[config.mk]
export PLATFORM = sky130hd
export DESIGN_NAME = annexb_nal_unit_splitter_core_flat
export DESIGN_NICKNAME = d
export VERILOG_FILES = /design/src/hdl/nalsplit_pkg.sv /design/src/hdl/nalsplit_req_if.sv /design/src/hdl/nalsplit_rsp_if.sv /design/src/hdl/nalsplit_csr_if.sv /design/src/hdl/nalsplit_step.sv /design/src/hdl/nalsplit_fifo.sv /design/src/hdl/annexb_nal_unit_splitter_core.sv /design/src/flat_wrapper.sv
export SDC_FILE = /design/constraint.sdc
export NUM_CORES = 1
export LEC_CHECK = 0
export BUFFER_PORTS_ARGS = -buffer_cell sky130_fd_sc_hd__clkbuf_2
export CAP_MARGIN = 20
export CORE_ASPECT_RATIO = 1.2
export CORE_MARGIN = 4
export CORE_UTILIZATION = 60
export DETAILED_ROUTE_END_ITERATION = 16
export MAX_ROUTING_LAYER = met4
export PLACE_DENSITY = 0.78
export RECOVER_POWER = 100
export SETUP_SLACK_MARGIN = 0.4
export SLEW_MARGIN = 40
export SYNTH_ARGS = -nofsm -noshare
export SYNTH_HDL_FRONTEND = slang
export SYNTH_SLANG_ARGS = --single-unit
[constraint.sdc]
create_clock -name clock -period 11.3 [get_ports clock]
set_clock_uncertainty 0.2 [all_clocks]
set_input_delay 1.695 -clock clock [delete_from_list [all_inputs] [get_ports clock]]
set_output_delay 1.695 -clock clock [all_outputs]
set_load 0.005 [all_outputs]
[src/hdl/nalsplit_pkg.sv]
package nalsplit_pkg;

   // Default widths of the internal counters
   localparam int LENGTH_BITS_DEF = 24;
   localparam int OFFSET_BITS_DEF = 32;

   // Fixed field widths of the result transaction
   localparam int IDX_W     = 24;
   localparam int OUT_LEN_W = 24;
   localparam int OUT_OFF_W = 32;

   // Configuration port
   localparam int CSR_INDEX_W = 1;
   localparam int CSR_DATA_W  = 16;
   localparam logic [CSR_INDEX_W-1:0] REG_LIMIT_ENABLE = 1'd0;
   localparam logic [CSR_INDEX_W-1:0] REG_NAL_LIMIT    = 1'd1;
   localparam logic [CSR_DATA_W-1:0]  NAL_LIMIT_RESET  = 16'd300;

   // Record status codes
   localparam logic STATUS_UNIT     = 1'b0;
   localparam logic STATUS_NO_START = 1'b1;

   // Start code lengths
   localparam logic [2:0] PREFIX_SHORT = 3'd3;
   localparam logic [2:0] PREFIX_LONG  = 3'd4;

   // Result queue depth (two pushes per cycle at most)
   localparam int RSP_DEPTH = 4;

   typedef struct packed {
      logic                  limit_enable;
      logic [CSR_DATA_W-1:0] nal_limit;
   } cfg_type;

   typedef struct packed {
      logic                 status;
      logic [IDX_W-1:0]     unit_index;
      logic [OUT_OFF_W-1:0] byte_offset;
      logic [OUT_LEN_W-1:0] payload_length;
      logic [2:0]           prefix_length;
      logic                 forbid_flag;
      logic [1:0]           ref_idc;
      logic [4:0]           unit_type;
      logic                 limit_reached;
      logic                 last_of_run;
   } nal_rec_type;

   // Records produced by one byte: rec_a goes first, rec_b second
   typedef struct packed {
      logic [1:0]  count;
      nal_rec_type rec_a;
      nal_rec_type rec_b;
   } rsp_pair_type;

endpackage

[src/hdl/nalsplit_req_if.sv]
interface nalsplit_req_if;
   logic       valid;
   logic       ready;
   logic [7:0] stream_byte;
   logic       end_of_stream;

   modport source (output valid, output stream_byte, output end_of_stream, input ready);
   modport sink   (input valid, input stream_byte, input end_of_stream, output ready);
endinterface

[src/hdl/nalsplit_rsp_if.sv]
interface nalsplit_rsp_if;
   import nalsplit_pkg::*;

   logic                 valid;
   logic                 ready;
   logic                 status;
   logic [IDX_W-1:0]     unit_index;
   logic [OUT_OFF_W-1:0] byte_offset;
   logic [OUT_LEN_W-1:0] payload_length;
   logic [2:0]           prefix_length;
   logic                 forbid_flag;
   logic [1:0]           ref_idc;
   logic [4:0]           unit_type;
   logic                 limit_reached;
   logic                 last_of_run;

   modport source (
      output valid, output status, output unit_index, output byte_offset,
      output payload_length, output prefix_length, output forbid_flag,
      output ref_idc, output unit_type, output limit_reached, output last_of_run,
      input ready
   );
   modport sink (
      input valid, input status, input unit_index, input byte_offset,
      input payload_length, input prefix_length, input forbid_flag,
      input ref_idc, input unit_type, input limit_reached, input last_of_run,
      output ready
   );
endinterface

[src/hdl/nalsplit_csr_if.sv]
interface nalsplit_csr_if;
   import nalsplit_pkg::*;

   logic                   valid;
   logic                   ready;
   logic [CSR_INDEX_W-1:0] index;
   logic [CSR_DATA_W-1:0]  data;

   modport source (output valid, output index, output data, input ready);
   modport sink   (input valid, input index, input data, output ready);
endinterface

[src/hdl/nalsplit_step.sv]
module nalsplit_step #(
   parameter int LENGTH_BITS = nalsplit_pkg::LENGTH_BITS_DEF,
   parameter int OFFSET_BITS = nalsplit_pkg::OFFSET_BITS_DEF
) (
   input  logic                       clock,
   input  logic                       reset,
   input  logic                       fire,
   input  logic [7:0]                 stream_byte,
   input  logic                       end_of_stream,
   input  nalsplit_pkg::cfg_type      cfg,
   output nalsplit_pkg::rsp_pair_type pair
);
   import nalsplit_pkg::*;

   localparam logic [LENGTH_BITS-1:0] LEN_MAX = {LENGTH_BITS{1'b1}};

   // stream state
   logic [23:0]            recent_ff,  recent_in;
   logic [1:0]             lead_ff,    lead_in;
   logic                   in_unit_ff, in_unit_in;
   logic                   resync_ff,  resync_in;
   logic                   long_ff,    long_in;
   logic [LENGTH_BITS-1:0] count_ff,   count_in;
   logic [OFFSET_BITS-1:0] start_ff,   start_in;
   logic [OFFSET_BITS-1:0] pos_ff,     pos_in;
   logic [7:0]             header_ff,  header_in;
   logic [IDX_W-1:0]       counter_ff, counter_in;
   logic                   halted_ff,  halted_in;

   // per-byte decode
   logic z1, z2, z3, b_one, b_zero, seek, sc, sc_long;
   logic open_unit, open_long, err_open, grow;
   logic v1, v2, halted_mid, in_unit_mid, resync_mid, long_mid;
   logic [LENGTH_BITS-1:0] count_mid;
   logic [7:0]             header_mid;
   logic [OFFSET_BITS-1:0] start_mid;
   logic [IDX_W-1:0]       counter_mid;
   nal_rec_type r1, r2, err_rec;

   function automatic nal_rec_type unit_rec(
      input logic [LENGTH_BITS-1:0] cnt,
      input logic [1:0]             sub,
      input logic [7:0]             hdr,
      input logic [IDX_W-1:0]       idx,
      input logic [OFFSET_BITS-1:0] start,
      input logic                   long_prefix,
      input cfg_type                c
   );
      nal_rec_type            r;
      logic [LENGTH_BITS-1:0] len;
      logic [7:0]             hb;
      logic [IDX_W:0]         next_idx;
      if (cnt == LEN_MAX) begin
         len = LEN_MAX;
      end else if (cnt < LENGTH_BITS'(sub)) begin
         len = '0;
      end else begin
         len = cnt - LENGTH_BITS'(sub);
      end
      // empty unit: no header byte to report
      hb = (len == '0) ? 8'h00 : hdr;
      next_idx = {1'b0, idx} + 1'b1;
      r = '0;
      r.status         = STATUS_UNIT;
      r.unit_index     = idx;
      r.byte_offset    = OUT_OFF_W'(start);
      r.payload_length = OUT_LEN_W'(len);
      r.prefix_length  = long_prefix ? PREFIX_LONG : PREFIX_SHORT;
      r.forbid_flag    = hb[7];
      r.ref_idc        = hb[6:5];
      r.unit_type      = hb[4:0];
      r.limit_reached  = c.limit_enable && (next_idx >= (IDX_W+1)'(c.nal_limit));
      return r;
   endfunction

   always_comb begin
      z1     = recent_ff[7:0] == 8'h00;
      z2     = recent_ff[15:8] == 8'h00;
      z3     = recent_ff[23:16] == 8'h00;
      b_one  = stream_byte == 8'h01;
      b_zero = stream_byte == 8'h00;
      seek   = !in_unit_ff && !resync_ff;

      // start code after the stream opening
      sc      = !seek && b_one && lead_ff[1] && z1 && z2;
      sc_long = (lead_ff == 2'd3) && z3;

      // opening of the stream: position 2 or 3 decides
      open_unit = sc
               || (seek && (pos_ff == OFFSET_BITS'(2)) && z2 && z1 && b_one)
               || (seek && (pos_ff == OFFSET_BITS'(3)) && b_one);
      open_long = seek ? (pos_ff == OFFSET_BITS'(3)) : sc_long;
      err_open  = seek && (((pos_ff == OFFSET_BITS'(2)) && !(z2 && z1 && (b_one || b_zero)))
                        || ((pos_ff == OFFSET_BITS'(3)) && !b_one));
      grow      = !seek && !sc && in_unit_ff;

      err_rec        = '0;
      err_rec.status = STATUS_NO_START;

      // first record: the unit closed by a start code, or the opening error
      r1 = err_open ? err_rec
                    : unit_rec(count_ff, sc_long ? 2'd3 : 2'd2, header_ff, counter_ff,
                               start_ff, long_ff, cfg);
      v1 = fire && !halted_ff && ((sc && in_unit_ff) || err_open);

      halted_mid  = halted_ff || (v1 && r1.limit_reached);
      counter_mid = counter_ff + IDX_W'(v1 && !err_open);
      in_unit_mid = in_unit_ff || open_unit;
      resync_mid  = err_open || (resync_ff && !sc);
      long_mid    = open_unit ? open_long : long_ff;
      start_mid   = open_unit ? pos_ff - (open_long ? OFFSET_BITS'(3) : OFFSET_BITS'(2))
                              : start_ff;
      if (open_unit) begin
         count_mid  = '0;
         header_mid = 8'h00;
      end else if (grow) begin
         count_mid  = (count_ff == LEN_MAX) ? count_ff : count_ff + 1'b1;
         header_mid = (count_ff == '0) ? stream_byte : header_ff;
      end else begin
         count_mid  = count_ff;
         header_mid = header_ff;
      end

      // second record: end of stream flushes the open unit
      r2 = in_unit_mid ? unit_rec(count_mid, 2'd0, header_mid, counter_mid, start_mid,
                                  long_mid, cfg)
                       : err_rec;
      v2 = fire && end_of_stream && !halted_mid && (in_unit_mid || !resync_mid);
      r2.last_of_run = 1'b1;
      r1.last_of_run = !v2;

      pair.count = {v1 && v2, v1 ^ v2};
      pair.rec_a = v1 ? r1 : r2;
      pair.rec_b = r2;

      if (end_of_stream) begin
         recent_in  = '0;
         lead_in    = '0;
         in_unit_in = 1'b0;
         resync_in  = 1'b0;
         long_in    = 1'b0;
         count_in   = '0;
         start_in   = '0;
         pos_in     = '0;
         header_in  = 8'h00;
         counter_in = '0;
         halted_in  = 1'b0;
      end else begin
         recent_in  = {recent_ff[15:0], stream_byte};
         lead_in    = (lead_ff == 2'd3) ? lead_ff : lead_ff + 1'b1;
         in_unit_in = in_unit_mid;
         resync_in  = resync_mid;
         long_in    = long_mid;
         count_in   = count_mid;
         start_in   = start_mid;
         pos_in     = pos_ff + 1'b1;
         header_in  = header_mid;
         counter_in = counter_mid;
         halted_in  = halted_mid;
      end
   end

   always_ff @(posedge clock) begin
      if (reset) begin
         recent_ff  <= '0;
         lead_ff    <= '0;
         in_unit_ff <= 1'b0;
         resync_ff  <= 1'b0;
         long_ff    <= 1'b0;
         count_ff   <= '0;
         start_ff   <= '0;
         pos_ff     <= '0;
         header_ff  <= 8'h00;
         counter_ff <= '0;
         halted_ff  <= 1'b0;
      end else if (fire) begin
         recent_ff  <= recent_in;
         lead_ff    <= lead_in;
         in_unit_ff <= in_unit_in;
         resync_ff  <= resync_in;
         long_ff    <= long_in;
         count_ff   <= count_in;
         start_ff   <= start_in;
         pos_ff     <= pos_in;
         header_ff  <= header_in;
         counter_ff <= counter_in;
         halted_ff  <= halted_in;
      end
   end

   // two records only when a start code ends the stream
   a_two_needs_eos: assert property (@(posedge clock) disable iff (reset)
      (pair.count == 2'd2) |-> (fire && end_of_stream))
      else $error("two records without end of stream");

   a_halt_sticky: assert property (@(posedge clock) disable iff (reset)
      (halted_ff && !(fire && end_of_stream)) |=> halted_ff)
      else $error("halt dropped inside a stream");

   a_eos_clears: assert property (@(posedge clock) disable iff (reset)
      (fire && end_of_stream) |=> (pos_ff == '0 && !in_unit_ff && !resync_ff))
      else $error("stream state not cleared after end of stream");

endmodule

[src/hdl/nalsplit_fifo.sv]
module nalsplit_fifo (
   input  logic                       clock,
   input  logic                       reset,
   input  nalsplit_pkg::rsp_pair_type pair,
   output logic                       space_ok,
   output logic                       out_valid,
   output nalsplit_pkg::nal_rec_type  out_rec,
   input  logic                       out_ready
);
   import nalsplit_pkg::*;

   localparam int PTR_W = $clog2(RSP_DEPTH);
   localparam int CNT_W = $clog2(RSP_DEPTH + 1);

   nal_rec_type        mem_ff [RSP_DEPTH];
   logic [PTR_W-1:0]   wr_ptr_ff, wr_ptr_in;
   logic [PTR_W-1:0]   rd_ptr_ff, rd_ptr_in;
   logic [CNT_W-1:0]   cnt_ff,    cnt_in;
   logic [PTR_W-1:0]   wr_next;
   logic               pop;

   always_comb begin
      pop       = out_valid && out_ready;
      wr_next   = wr_ptr_ff + 1'b1;
      wr_ptr_in = wr_ptr_ff + PTR_W'(pair.count);
      rd_ptr_in = rd_ptr_ff + PTR_W'(pop);
      cnt_in    = cnt_ff + CNT_W'(pair.count) - CNT_W'(pop);
   end

   assign out_valid = cnt_ff != '0;
   assign out_rec   = mem_ff[rd_ptr_ff];
   // room for a full pair without counting this cycle's pop
   assign space_ok  = cnt_ff <= CNT_W'(RSP_DEPTH - 2);

   always_ff @(posedge clock) begin
      if (reset) begin
         wr_ptr_ff <= '0;
         rd_ptr_ff <= '0;
         cnt_ff    <= '0;
      end else begin
         wr_ptr_ff <= wr_ptr_in;
         rd_ptr_ff <= rd_ptr_in;
         cnt_ff    <= cnt_in;
      end
   end

   always_ff @(posedge clock) begin
      if (pair.count != 2'd0) begin
         mem_ff[wr_ptr_ff] <= pair.rec_a;
      end
      if (pair.count == 2'd2) begin
         mem_ff[wr_next] <= pair.rec_b;
      end
   end

   a_no_overrun: assert property (@(posedge clock) disable iff (reset)
      (pair.count != 2'd0) |-> (cnt_ff <= CNT_W'(RSP_DEPTH - 2)))
      else $error("push into a queue without room");

   a_cnt_bound: assert property (@(posedge clock) disable iff (reset)
      cnt_ff <= CNT_W'(RSP_DEPTH))
      else $error("queue count out of range");

endmodule

[src/hdl/annexb_nal_unit_splitter_core.sv]
// Annex B NAL unit splitter. Scans an H.264 Annex B byte stream one byte per req_
// transaction and reports each NAL unit as a rsp_ transaction: running index, stream
// offset of its start code, payload length without the start code (saturating), prefix
// length (3 or 4), and the forbidden bit, reference idc and unit type of its first
// payload byte. A unit is reported when the next start code completes or when the byte
// flagged end_of_stream arrives, so a byte causes zero, one or two records; last_of_run
// marks the final one. A stream that does not open with a start code yields one error
// record (status 1) and the block then waits for the next start code. With limit_enable
// set, reporting stops after nal_limit unit records (at least one) until end of stream.
// Throughput is one byte per clock: the byte goes to an input register, the whole
// per-byte update of the stream state is one combinational pass, and records land in a
// four-entry queue. The input stalls only when that queue holds more than two records,
// i.e. when rsp_ is backpressured. Write the csr_ registers only while the block is idle.
module annexb_nal_unit_splitter_core #(
   parameter int LENGTH_BITS = nalsplit_pkg::LENGTH_BITS_DEF,
   parameter int OFFSET_BITS = nalsplit_pkg::OFFSET_BITS_DEF
) (
   input logic             clock,
   input logic             reset,
   nalsplit_req_if.sink    req_chan,
   nalsplit_rsp_if.source  rsp_chan,
   nalsplit_csr_if.sink    csr_chan
);
   import nalsplit_pkg::*;

   // configuration registers
   logic                  limit_enable_ff, limit_enable_in;
   logic [CSR_DATA_W-1:0] nal_limit_ff,    nal_limit_in;
   cfg_type               cfg;

   // input register
   logic       s1_valid_ff, s1_valid_in;
   logic [7:0] s1_byte_ff;
   logic       s1_eos_ff;

   logic         req_accept;
   logic         fire;
   logic         space_ok;
   rsp_pair_type pair;
   nal_rec_type  out_rec;

   // --- configuration port: always ready, decoded by index ---
   assign csr_chan.ready = 1'b1;

   always_comb begin
      limit_enable_in = limit_enable_ff;
      nal_limit_in    = nal_limit_ff;
      if (csr_chan.valid) begin
         unique case (csr_chan.index)
            REG_LIMIT_ENABLE: limit_enable_in = csr_chan.data[0];
            REG_NAL_LIMIT:    nal_limit_in    = csr_chan.data;
            default:          ;
         endcase
      end
   end

   always_ff @(posedge clock) begin
      if (reset) begin
         limit_enable_ff <= 1'b0;
         nal_limit_ff    <= NAL_LIMIT_RESET;
      end else begin
         limit_enable_ff <= limit_enable_in;
         nal_limit_ff    <= nal_limit_in;
      end
   end

   assign cfg.limit_enable = limit_enable_ff;
   assign cfg.nal_limit    = nal_limit_ff;

   // --- input register ---
   // The held byte is processed once the queue has room for a full pair of records;
   // the register refills in the same cycle, so the stream moves at one byte per clock.
   assign fire           = s1_valid_ff && space_ok;
   assign req_chan.ready = !s1_valid_ff || space_ok;
   assign req_accept     = req_chan.valid && req_chan.ready;

   always_comb begin
      s1_valid_in = s1_valid_ff;
      if (req_accept) begin
         s1_valid_in = 1'b1;
      end else if (fire) begin
         s1_valid_in = 1'b0;
      end
   end

   always_ff @(posedge clock) begin
      if (reset) begin
         s1_valid_ff <= 1'b0;
      end else begin
         s1_valid_ff <= s1_valid_in;
      end
   end

   always_ff @(posedge clock) begin
      if (req_accept) begin
         s1_byte_ff <= req_chan.stream_byte;
         s1_eos_ff  <= req_chan.end_of_stream;
      end
   end

   // --- start code detection and unit bookkeeping ---
   nalsplit_step #(
      .LENGTH_BITS (LENGTH_BITS),
      .OFFSET_BITS (OFFSET_BITS)
   ) u_step (
      .clock         (clock),
      .reset         (reset),
      .fire          (fire),
      .stream_byte   (s1_byte_ff),
      .end_of_stream (s1_eos_ff),
      .cfg           (cfg),
      .pair          (pair)
   );

   // --- result queue ---
   nalsplit_fifo u_fifo (
      .clock     (clock),
      .reset     (reset),
      .pair      (pair),
      .space_ok  (space_ok),
      .out_valid (rsp_chan.valid),
      .out_rec   (out_rec),
      .out_ready (rsp_chan.ready)
   );

   assign rsp_chan.status         = out_rec.status;
   assign rsp_chan.unit_index     = out_rec.unit_index;
   assign rsp_chan.byte_offset    = out_rec.byte_offset;
   assign rsp_chan.payload_length = out_rec.payload_length;
   assign rsp_chan.prefix_length  = out_rec.prefix_length;
   assign rsp_chan.forbid_flag    = out_rec.forbid_flag;
   assign rsp_chan.ref_idc        = out_rec.ref_idc;
   assign rsp_chan.unit_type      = out_rec.unit_type;
   assign rsp_chan.limit_reached  = out_rec.limit_reached;
   assign rsp_chan.last_of_run    = out_rec.last_of_run;

   // a held byte is never overwritten before it is processed
   a_hold_until_fire: assert property (@(posedge clock) disable iff (reset)
      (s1_valid_ff && !fire) |-> !req_accept)
      else $error("input register overwritten");

endmodule

[src/flat_wrapper.sv]
// flat-port wrapper written by rule: the top's interface ports become plain ports
module annexb_nal_unit_splitter_core_flat import nalsplit_pkg::*;
#(
   parameter int LENGTH_BITS = nalsplit_pkg::LENGTH_BITS_DEF,
   parameter int OFFSET_BITS = nalsplit_pkg::OFFSET_BITS_DEF
)
  (clock, reset, req_chan_valid, req_chan_stream_byte, req_chan_end_of_stream, req_chan_ready, rsp_chan_valid, rsp_chan_status, rsp_chan_unit_index, rsp_chan_byte_offset, rsp_chan_payload_length, rsp_chan_prefix_length, rsp_chan_forbid_flag, rsp_chan_ref_idc, rsp_chan_unit_type, rsp_chan_limit_reached, rsp_chan_last_of_run, rsp_chan_ready, csr_chan_valid, csr_chan_index, csr_chan_data, csr_chan_ready);
  nalsplit_req_if req_chan_i ();
  nalsplit_rsp_if rsp_chan_i ();
  nalsplit_csr_if csr_chan_i ();
  input logic clock;
  input logic reset;
  input wire logic [$bits(req_chan_i.valid)-1:0] req_chan_valid;
  input wire logic [$bits(req_chan_i.stream_byte)-1:0] req_chan_stream_byte;
  input wire logic [$bits(req_chan_i.end_of_stream)-1:0] req_chan_end_of_stream;
  output wire logic [$bits(req_chan_i.ready)-1:0] req_chan_ready;
  output wire logic [$bits(rsp_chan_i.valid)-1:0] rsp_chan_valid;
  output wire logic [$bits(rsp_chan_i.status)-1:0] rsp_chan_status;
  output wire logic [$bits(rsp_chan_i.unit_index)-1:0] rsp_chan_unit_index;
  output wire logic [$bits(rsp_chan_i.byte_offset)-1:0] rsp_chan_byte_offset;
  output wire logic [$bits(rsp_chan_i.payload_length)-1:0] rsp_chan_payload_length;
  output wire logic [$bits(rsp_chan_i.prefix_length)-1:0] rsp_chan_prefix_length;
  output wire logic [$bits(rsp_chan_i.forbid_flag)-1:0] rsp_chan_forbid_flag;
  output wire logic [$bits(rsp_chan_i.ref_idc)-1:0] rsp_chan_ref_idc;
  output wire logic [$bits(rsp_chan_i.unit_type)-1:0] rsp_chan_unit_type;
  output wire logic [$bits(rsp_chan_i.limit_reached)-1:0] rsp_chan_limit_reached;
  output wire logic [$bits(rsp_chan_i.last_of_run)-1:0] rsp_chan_last_of_run;
  input wire logic [$bits(rsp_chan_i.ready)-1:0] rsp_chan_ready;
  input wire logic [$bits(csr_chan_i.valid)-1:0] csr_chan_valid;
  input wire logic [$bits(csr_chan_i.index)-1:0] csr_chan_index;
  input wire logic [$bits(csr_chan_i.data)-1:0] csr_chan_data;
  output wire logic [$bits(csr_chan_i.ready)-1:0] csr_chan_ready;
  assign req_chan_i.valid = req_chan_valid;
  assign req_chan_i.stream_byte = req_chan_stream_byte;
  assign req_chan_i.end_of_stream = req_chan_end_of_stream;
  assign req_chan_ready = req_chan_i.ready;
  assign rsp_chan_valid = rsp_chan_i.valid;
  assign rsp_chan_status = rsp_chan_i.status;
  assign rsp_chan_unit_index = rsp_chan_i.unit_index;
  assign rsp_chan_byte_offset = rsp_chan_i.byte_offset;
  assign rsp_chan_payload_length = rsp_chan_i.payload_length;
  assign rsp_chan_prefix_length = rsp_chan_i.prefix_length;
  assign rsp_chan_forbid_flag = rsp_chan_i.forbid_flag;
  assign rsp_chan_ref_idc = rsp_chan_i.ref_idc;
  assign rsp_chan_unit_type = rsp_chan_i.unit_type;
  assign rsp_chan_limit_reached = rsp_chan_i.limit_reached;
  assign rsp_chan_last_of_run = rsp_chan_i.last_of_run;
  assign rsp_chan_i.ready = rsp_chan_ready;
  assign csr_chan_i.valid = csr_chan_valid;
  assign csr_chan_i.index = csr_chan_index;
  assign csr_chan_i.data = csr_chan_data;
  assign csr_chan_ready = csr_chan_i.ready;
  annexb_nal_unit_splitter_core #(.LENGTH_BITS(LENGTH_BITS), .OFFSET_BITS(OFFSET_BITS)) u_core (.clock(clock), .reset(reset), .req_chan(req_chan_i), .rsp_chan(rsp_chan_i), .csr_chan(csr_chan_i));
endmodule
* Word-level counts from Yosys, hierarchy flattened *
Memories as Yosys holds them, arrays and structs flattened. A register that Yosys moved wholly into a read port is not among the register bits.
Index checks and enable logic that the tools add are counted.

storage, ports and cells
  flip-flop bits (word level) = 184
  memory bits (writable) = 376
  input bits = 31
  output and inout port bits = 97
  logic and storage cells = 158
  memories kept = 1

operators by class
  add/subtract/negate cells = 13
  order comparisons = 5
  equal/unequal tests = 8
  mux-type cells = 41
  bitwise gates (word level) = 2
  reductions and logical operators = 69

memory list
  name                  depth  width  rd ports  clocked after Yosys merged registers in  wr ports  RTL line             text
  u_core.u_fifo.mem_ff  4      94     1         1                                        2         nalsplit_fifo.sv:15  nal_rec_type mem_ff [RSP_DEPTH];

operators by type and width
  cell                     count
  $mux W94                 3
  $mux W24                 10
  $mux W32                 3
  $logic_not A24 Y1        3
  $eq A32 B2 Y1 const B    2
  $add A24 B1 Y25 const B  2
  $ge A25 B16 Y1           2
  $eq A24 B24 Y1 const B   2
  $mux W8                  6
  $logic_and A1 B1 Y1      34
  $add A32 B1 Y32 const B  1
  $logic_not A8 Y1         4
  $sub A32 B2 Y32          1
  $add A24 B1 Y24          1
  $add A24 B1 Y24 const B  1
  $lt A24 B1 Y1 const B    1
  $lt A24 B2 Y1            1
  $sub A24 B2 Y24          1
  $mux W1                  14
  $logic_not A1 Y1         12
  $logic_or A1 B1 Y1       10
  $eq A8 B1 Y1 const B     1
  $mux W2                  3
  $mux W3                  2
  13 further kinds         18

* Logic depth before layout (Yosys ltp) *
  depth after elaboration = 19
  depth in mapped cells = 27
  mapped depth without buffers = 24

* By module *
A second synthesis with hierarchy kept.

second synthesis, totals
  cell total of the unflattened synthesis = 2847
  area, all modules = 32168.4 um2

by module, submodules not included
  module                         instances  cells each  area each (um2)  sequential area each (um2)
  nalsplit_fifo                  1          956         18749.2          11431.0
  nalsplit_step                  1          1801        12318.1          3002.9
  annexb_nal_unit_splitter_core  1          90          1101.1           630.6

* Worst setup path after synthesis *
No wires, ideal clock.

  kind = register to register
  start = register u_core.u_step.counter_ff[3]
  end = memory u_core.u_fifo.mem_ff[2][11] (netlist bit), enable pin
  arrival time = 6.205 ns
  path slack = 4.442 ns
  cell stages (with the launch flop) = 22
  cells stage by stage = dfxtp_1 clkbuf_1 and3_1 and2_1 nand4_1 nor2_1 xor2_1 ha_1 a21oi_1 nor2b_1 o21ai_0 nand2b_1 a21oi_1 o2111ai_1 or4_1 o211ai_1 nand2_1 ha_1 or3b_2 clkbuf_1 clkbuf_1 nand2_1

RTL lines
  element                 RTL line              text
  from (decl)             nalsplit_step.sv:27   logic [IDX_W-1:0] counter_ff, counter_in;
  from (signal assigned)  nalsplit_step.sv:186  counter_ff <= counter_in;
  to (decl)               nalsplit_fifo.sv:15

==> results.py <==
metrics = {
    "cts": {
        "cts_hold_buf": 0,
        "cts.path.max_buffers": 3,
        "clock_latency_ns": 0.62,
        "cts_root_buf": "clkbuf_16",
        "cts_sinks": 556,
        "postCtsSetupRepairBufs": 0,
        "cts_buffers": 53,
        "cts_resized": 0,
        "cts_tree": "done",
        "h-tree-depth": 2,
        "clk_pin_slew_ns": 0.06,
    },
    "placed_design": {
        "port_buffers": 126,
        "placed_cells": 3478,
        "hpwl_mm": 64.5,
        "gp_congestion": 0.977,
        "placed_cell_area_um2": 31000,
    },
    "floorplan": {
        "initial_core_util": 0.607,
        "die_area_um2": 53500,
        "die_h_um": 252,
        "ios": 128,
        "num_rows": 89,
        "die_x_um": 212,
        "coreArea_um2": 49200,
    },
    "worst_setup_path": {
        "crit_buf_inv": 3,
        "reg2reg_depth": 21,
        "cp_num_cells": 21,
        "max_stage_delay_ns": 1.72,
        "cp.required_ns": 11.31,
        "cpLargestDelayFamily": "buffers and inverters",
        "worst_path_max_delay_cell": "clkinvlp_2",
        "cp.arrival_ns": 9.42,
        "critPathMaxFanout": 49,
        "crit_path_cell_trace": "and3_1 > and2_0 > nand4_1 > nor2_1 > xor2_1 > ha_1 > a21oi_1 > nor2b_1 > o21ai_0 > nand2b_1 > a21oi_1 > o2111ai_1 > or4_1 > o211ai_1 > nand2_1 > ha_1 > nor3_1 > clkbuf_1 > nor2_1 > clkinvlp_2 > clkbuf_2",
        "cp-start-kind": "register",
        "worst_setup_path_end_kind": "register",
        "critPathKind": "register to register",
    },
    "power_and_ir_drop": {
        "powerDensity_nw_per_um2": 148,
        "leakage_nw": 10.8,
        "power_frac_clock": 0.372,
        "p_seq_frac": 0.475,
        "vdd_drop_max_uv": 140,
        "internal_power_mw": 3.53,
        "p_sw_mw": 1.26,
        "swShare": 0.262,
        "combPwrFrac": 0.153,
    },
    "synth": {
        "async_flop_share": 0,
        "synthCells": 2898,
        "synth_edf_count": 377,
        "synth_cell_type_count": 72,
        "syn-cell-area_um2": 29900,
        "yosys_register_bits": 556,
        "synth-main-ff-cell": "edfxtp_1",
        "synth_nets": 2983,
        "syn_area_per_cell_um2": 10.3,
        "yosys_warnings": 0,
        "seq_area_frac_synth": 0.499,
    },
    "timing": {
        "slew_viol_final": 849,
        "maxSlewHeadroom": -2.06,
        "setup_viol": 0,
        "max_freq_ghz": 0.106,
        "layout_min_cycle_time_ns": 9.41,
        "hold_slack_ns": 0.254,
        "rsz0062_at_grt": "false",
        "finalHoldViolCount": 0,
        "min_period_over_period": 0.833,
        "fin_setup_tns_ns": 0,
        "worst_slew_pin_slew_ns": 4.59,
    },
    "detailed_routing": {
        "wire_per_inst_um": 27.0,
        "drc": 0,
        "via_per_inst": 7.01,
        "num_vias": 25100,
        "dr.pass1.iters": 6,
        "ant_nets": 0,
        "totalWireLength_mm": 96.7,
        "drtIter0Drc": 2840,
    },
    "cells_and_area": {
        "drive_above_1_share": 0.0986,
        "fin_cells": 3579,
        "layout.nets": 2982,
        "fillers": 3862,
        "stdcell_area_um2": 32500,
        "n_antenna_cell": 0,
        "area_growth_pct": 8.61,
    },
    "grt": {
        "overflow": 0,
        "grt_antenna_before_repair": 1,
        "grtUsageTotal": 0.363,
        "grt_pass1_wl_mm": 145,
        "grt_pass1_vias": 24200,
        "grt_max_degree": 74,
    },
    "run_status": {
        "violations": "capacitance limit, slew limit",
        "outcome": "finished with violations",
    },
    "job": {
        "cap_violations": 20,
    },
    "min_path": {
        "hold_path_depth": 2,
        "hp-class": "register to register",
    },
}
-- final timing paths --
check	slack (ns)	startpoint	to
setup / recovery	1.89	u_core.u_step.counter_ff[3]	u_core.u_fifo.mem_ff[0][81]
hold / removal	0.25	u_core.u_step.recent_ff[23]	u_core.u_step.recent_ff[23]
setup reg to reg	1.89	u_core.u_step.counter_ff[3]	u_core.u_fifo.mem_ff[0][81]
hold reg to reg	0.25	u_core.u_step.recent_ff[23]	u_core.u_step.recent_ff[23]
-- per-stage QoR --
stage	setup slack, ns	util	total power, mW
after floorplan	4.44	-	2.75
after global placement	3.37	0.628	3.05
after detailed placement	3.02	0.630	3.07
after CTS	2.90	0.665	4.82
after global routing	1.28	0.659	4.94
final	1.89	0.659	4.79
-- power groups by stage --
stage	clock network (mW)	logic, mW	registers (mW)
finish	1.78	0.732	2.27
global route	1.87	0.784	2.28
CTS	1.79	0.756	2.27
detailed placement	0	0.752	2.32
global placement	0	0.746	2.31
floorplan	0	0.485	2.27
-- placed cells by master (no fill, tap or decap), types with 84 or more instances in the layout --
master,instances
a21oi_1,156
clkbuf_1,115
edfxtp_1,377
a22o_1,96
nor2_1,270
o22ai_1,183
nand2_1,302
mux4_2,93
xnor2_1,84
o21ai_0,123
dfxtp_1,178
-- flip-flops by register name, summed over array words and instances, names as in the netlist --
signal	cells
u_core.s1_byte_ff	8
u_core.nal_limit_ff	16
u_core.limit_enable_ff	1
u_core.u_step.lead_ff	2
u_core.u_step.recent_ff	24
u_core.u_step.long_ff	1
u_core.u_fifo.wr_ptr_ff	2
u_core.u_fifo.rd_ptr_ff	2
u_core.u_fifo.mem_ff	372
u_core.u_step.pos_ff	32
u_core.u_step.start_ff	32
u_core.u_step.count_ff	24
u_core.s1_valid_ff	1
u_core.u_step.resync_ff	1
u_core.s1_eos_ff	1
u_core.u_step.header_ff	8
u_core.u_fifo.cnt_ff	3
u_core.u_step.in_unit_ff	1
u_core.u_step.counter_ff	24
u_core.u_step.halted_ff	1
-- area by class of cell --
type	count	area (um^2)	share of cell area
clock buffer	74	1490	0.0458
multi-input combinational	2060	14000	0.431
timing repair buffer	181	862	0.0266
tap	637	797	0.0246
inverter	45	173	0.00532
sequential	556	14900	0.459
clock inverter	26	239	0.00736
-- tightest hold or removal path, cell delays in order, from the launching register on --
cell and delay (ns):
dfxtp_1 0.31, nand2_1 0.05, a21oi_1 0.05
-- cell usage after synthesis, types with 45 or more instances --
| cell type | number | area [um^2] |
|---|---|---|
| edfxtp_1 | 377 | 11300 |
| nand2_1 | 306 | 1150 |
| nor2_1 | 275 | 1030 |
| o22ai_1 | 183 | 1140 |
| dfxtp_1 | 179 | 3580 |
| clkbuf_1 | 177 | 664 |
| a21oi_1 | 160 | 801 |
| o21ai_0 | 112 | 561 |
| a22o_1 | 96 | 841 |
| mux4_2 | 93 | 2090 |
| xnor2_1 | 84 | 736 |
| nor3_1 | 69 | 345 |
| xor2_1 | 68 | 596 |
| nand3_1 | 67 | 335 |
| ha_1 | 53 | 663 |
| inv_1 | 45 | 169 |
-- logic make-up after synthesis --
family,share of synthesized area
XOR/XNOR,0.0446
AND/OR/NAND/NOR,0.160
multiplexers,0.0758
AO/OA/AOI/OAI,0.161
adder cells (fa/ha/maj),0.0232
buffers and inverters,0.0367
flip-flops,0.499
other,0.000125
-- routing by layer --
metal  routed length, um  GRT usage  vias to the layer above
met1               35700      0.453                    12200
met3                8660     0.0530                      379
met2               46600      0.584                     1593
met5                   0          -                        -
met4                5750      0.175                        0
li1                    -          -                    11000
Power figures use the tool's default switching activity.
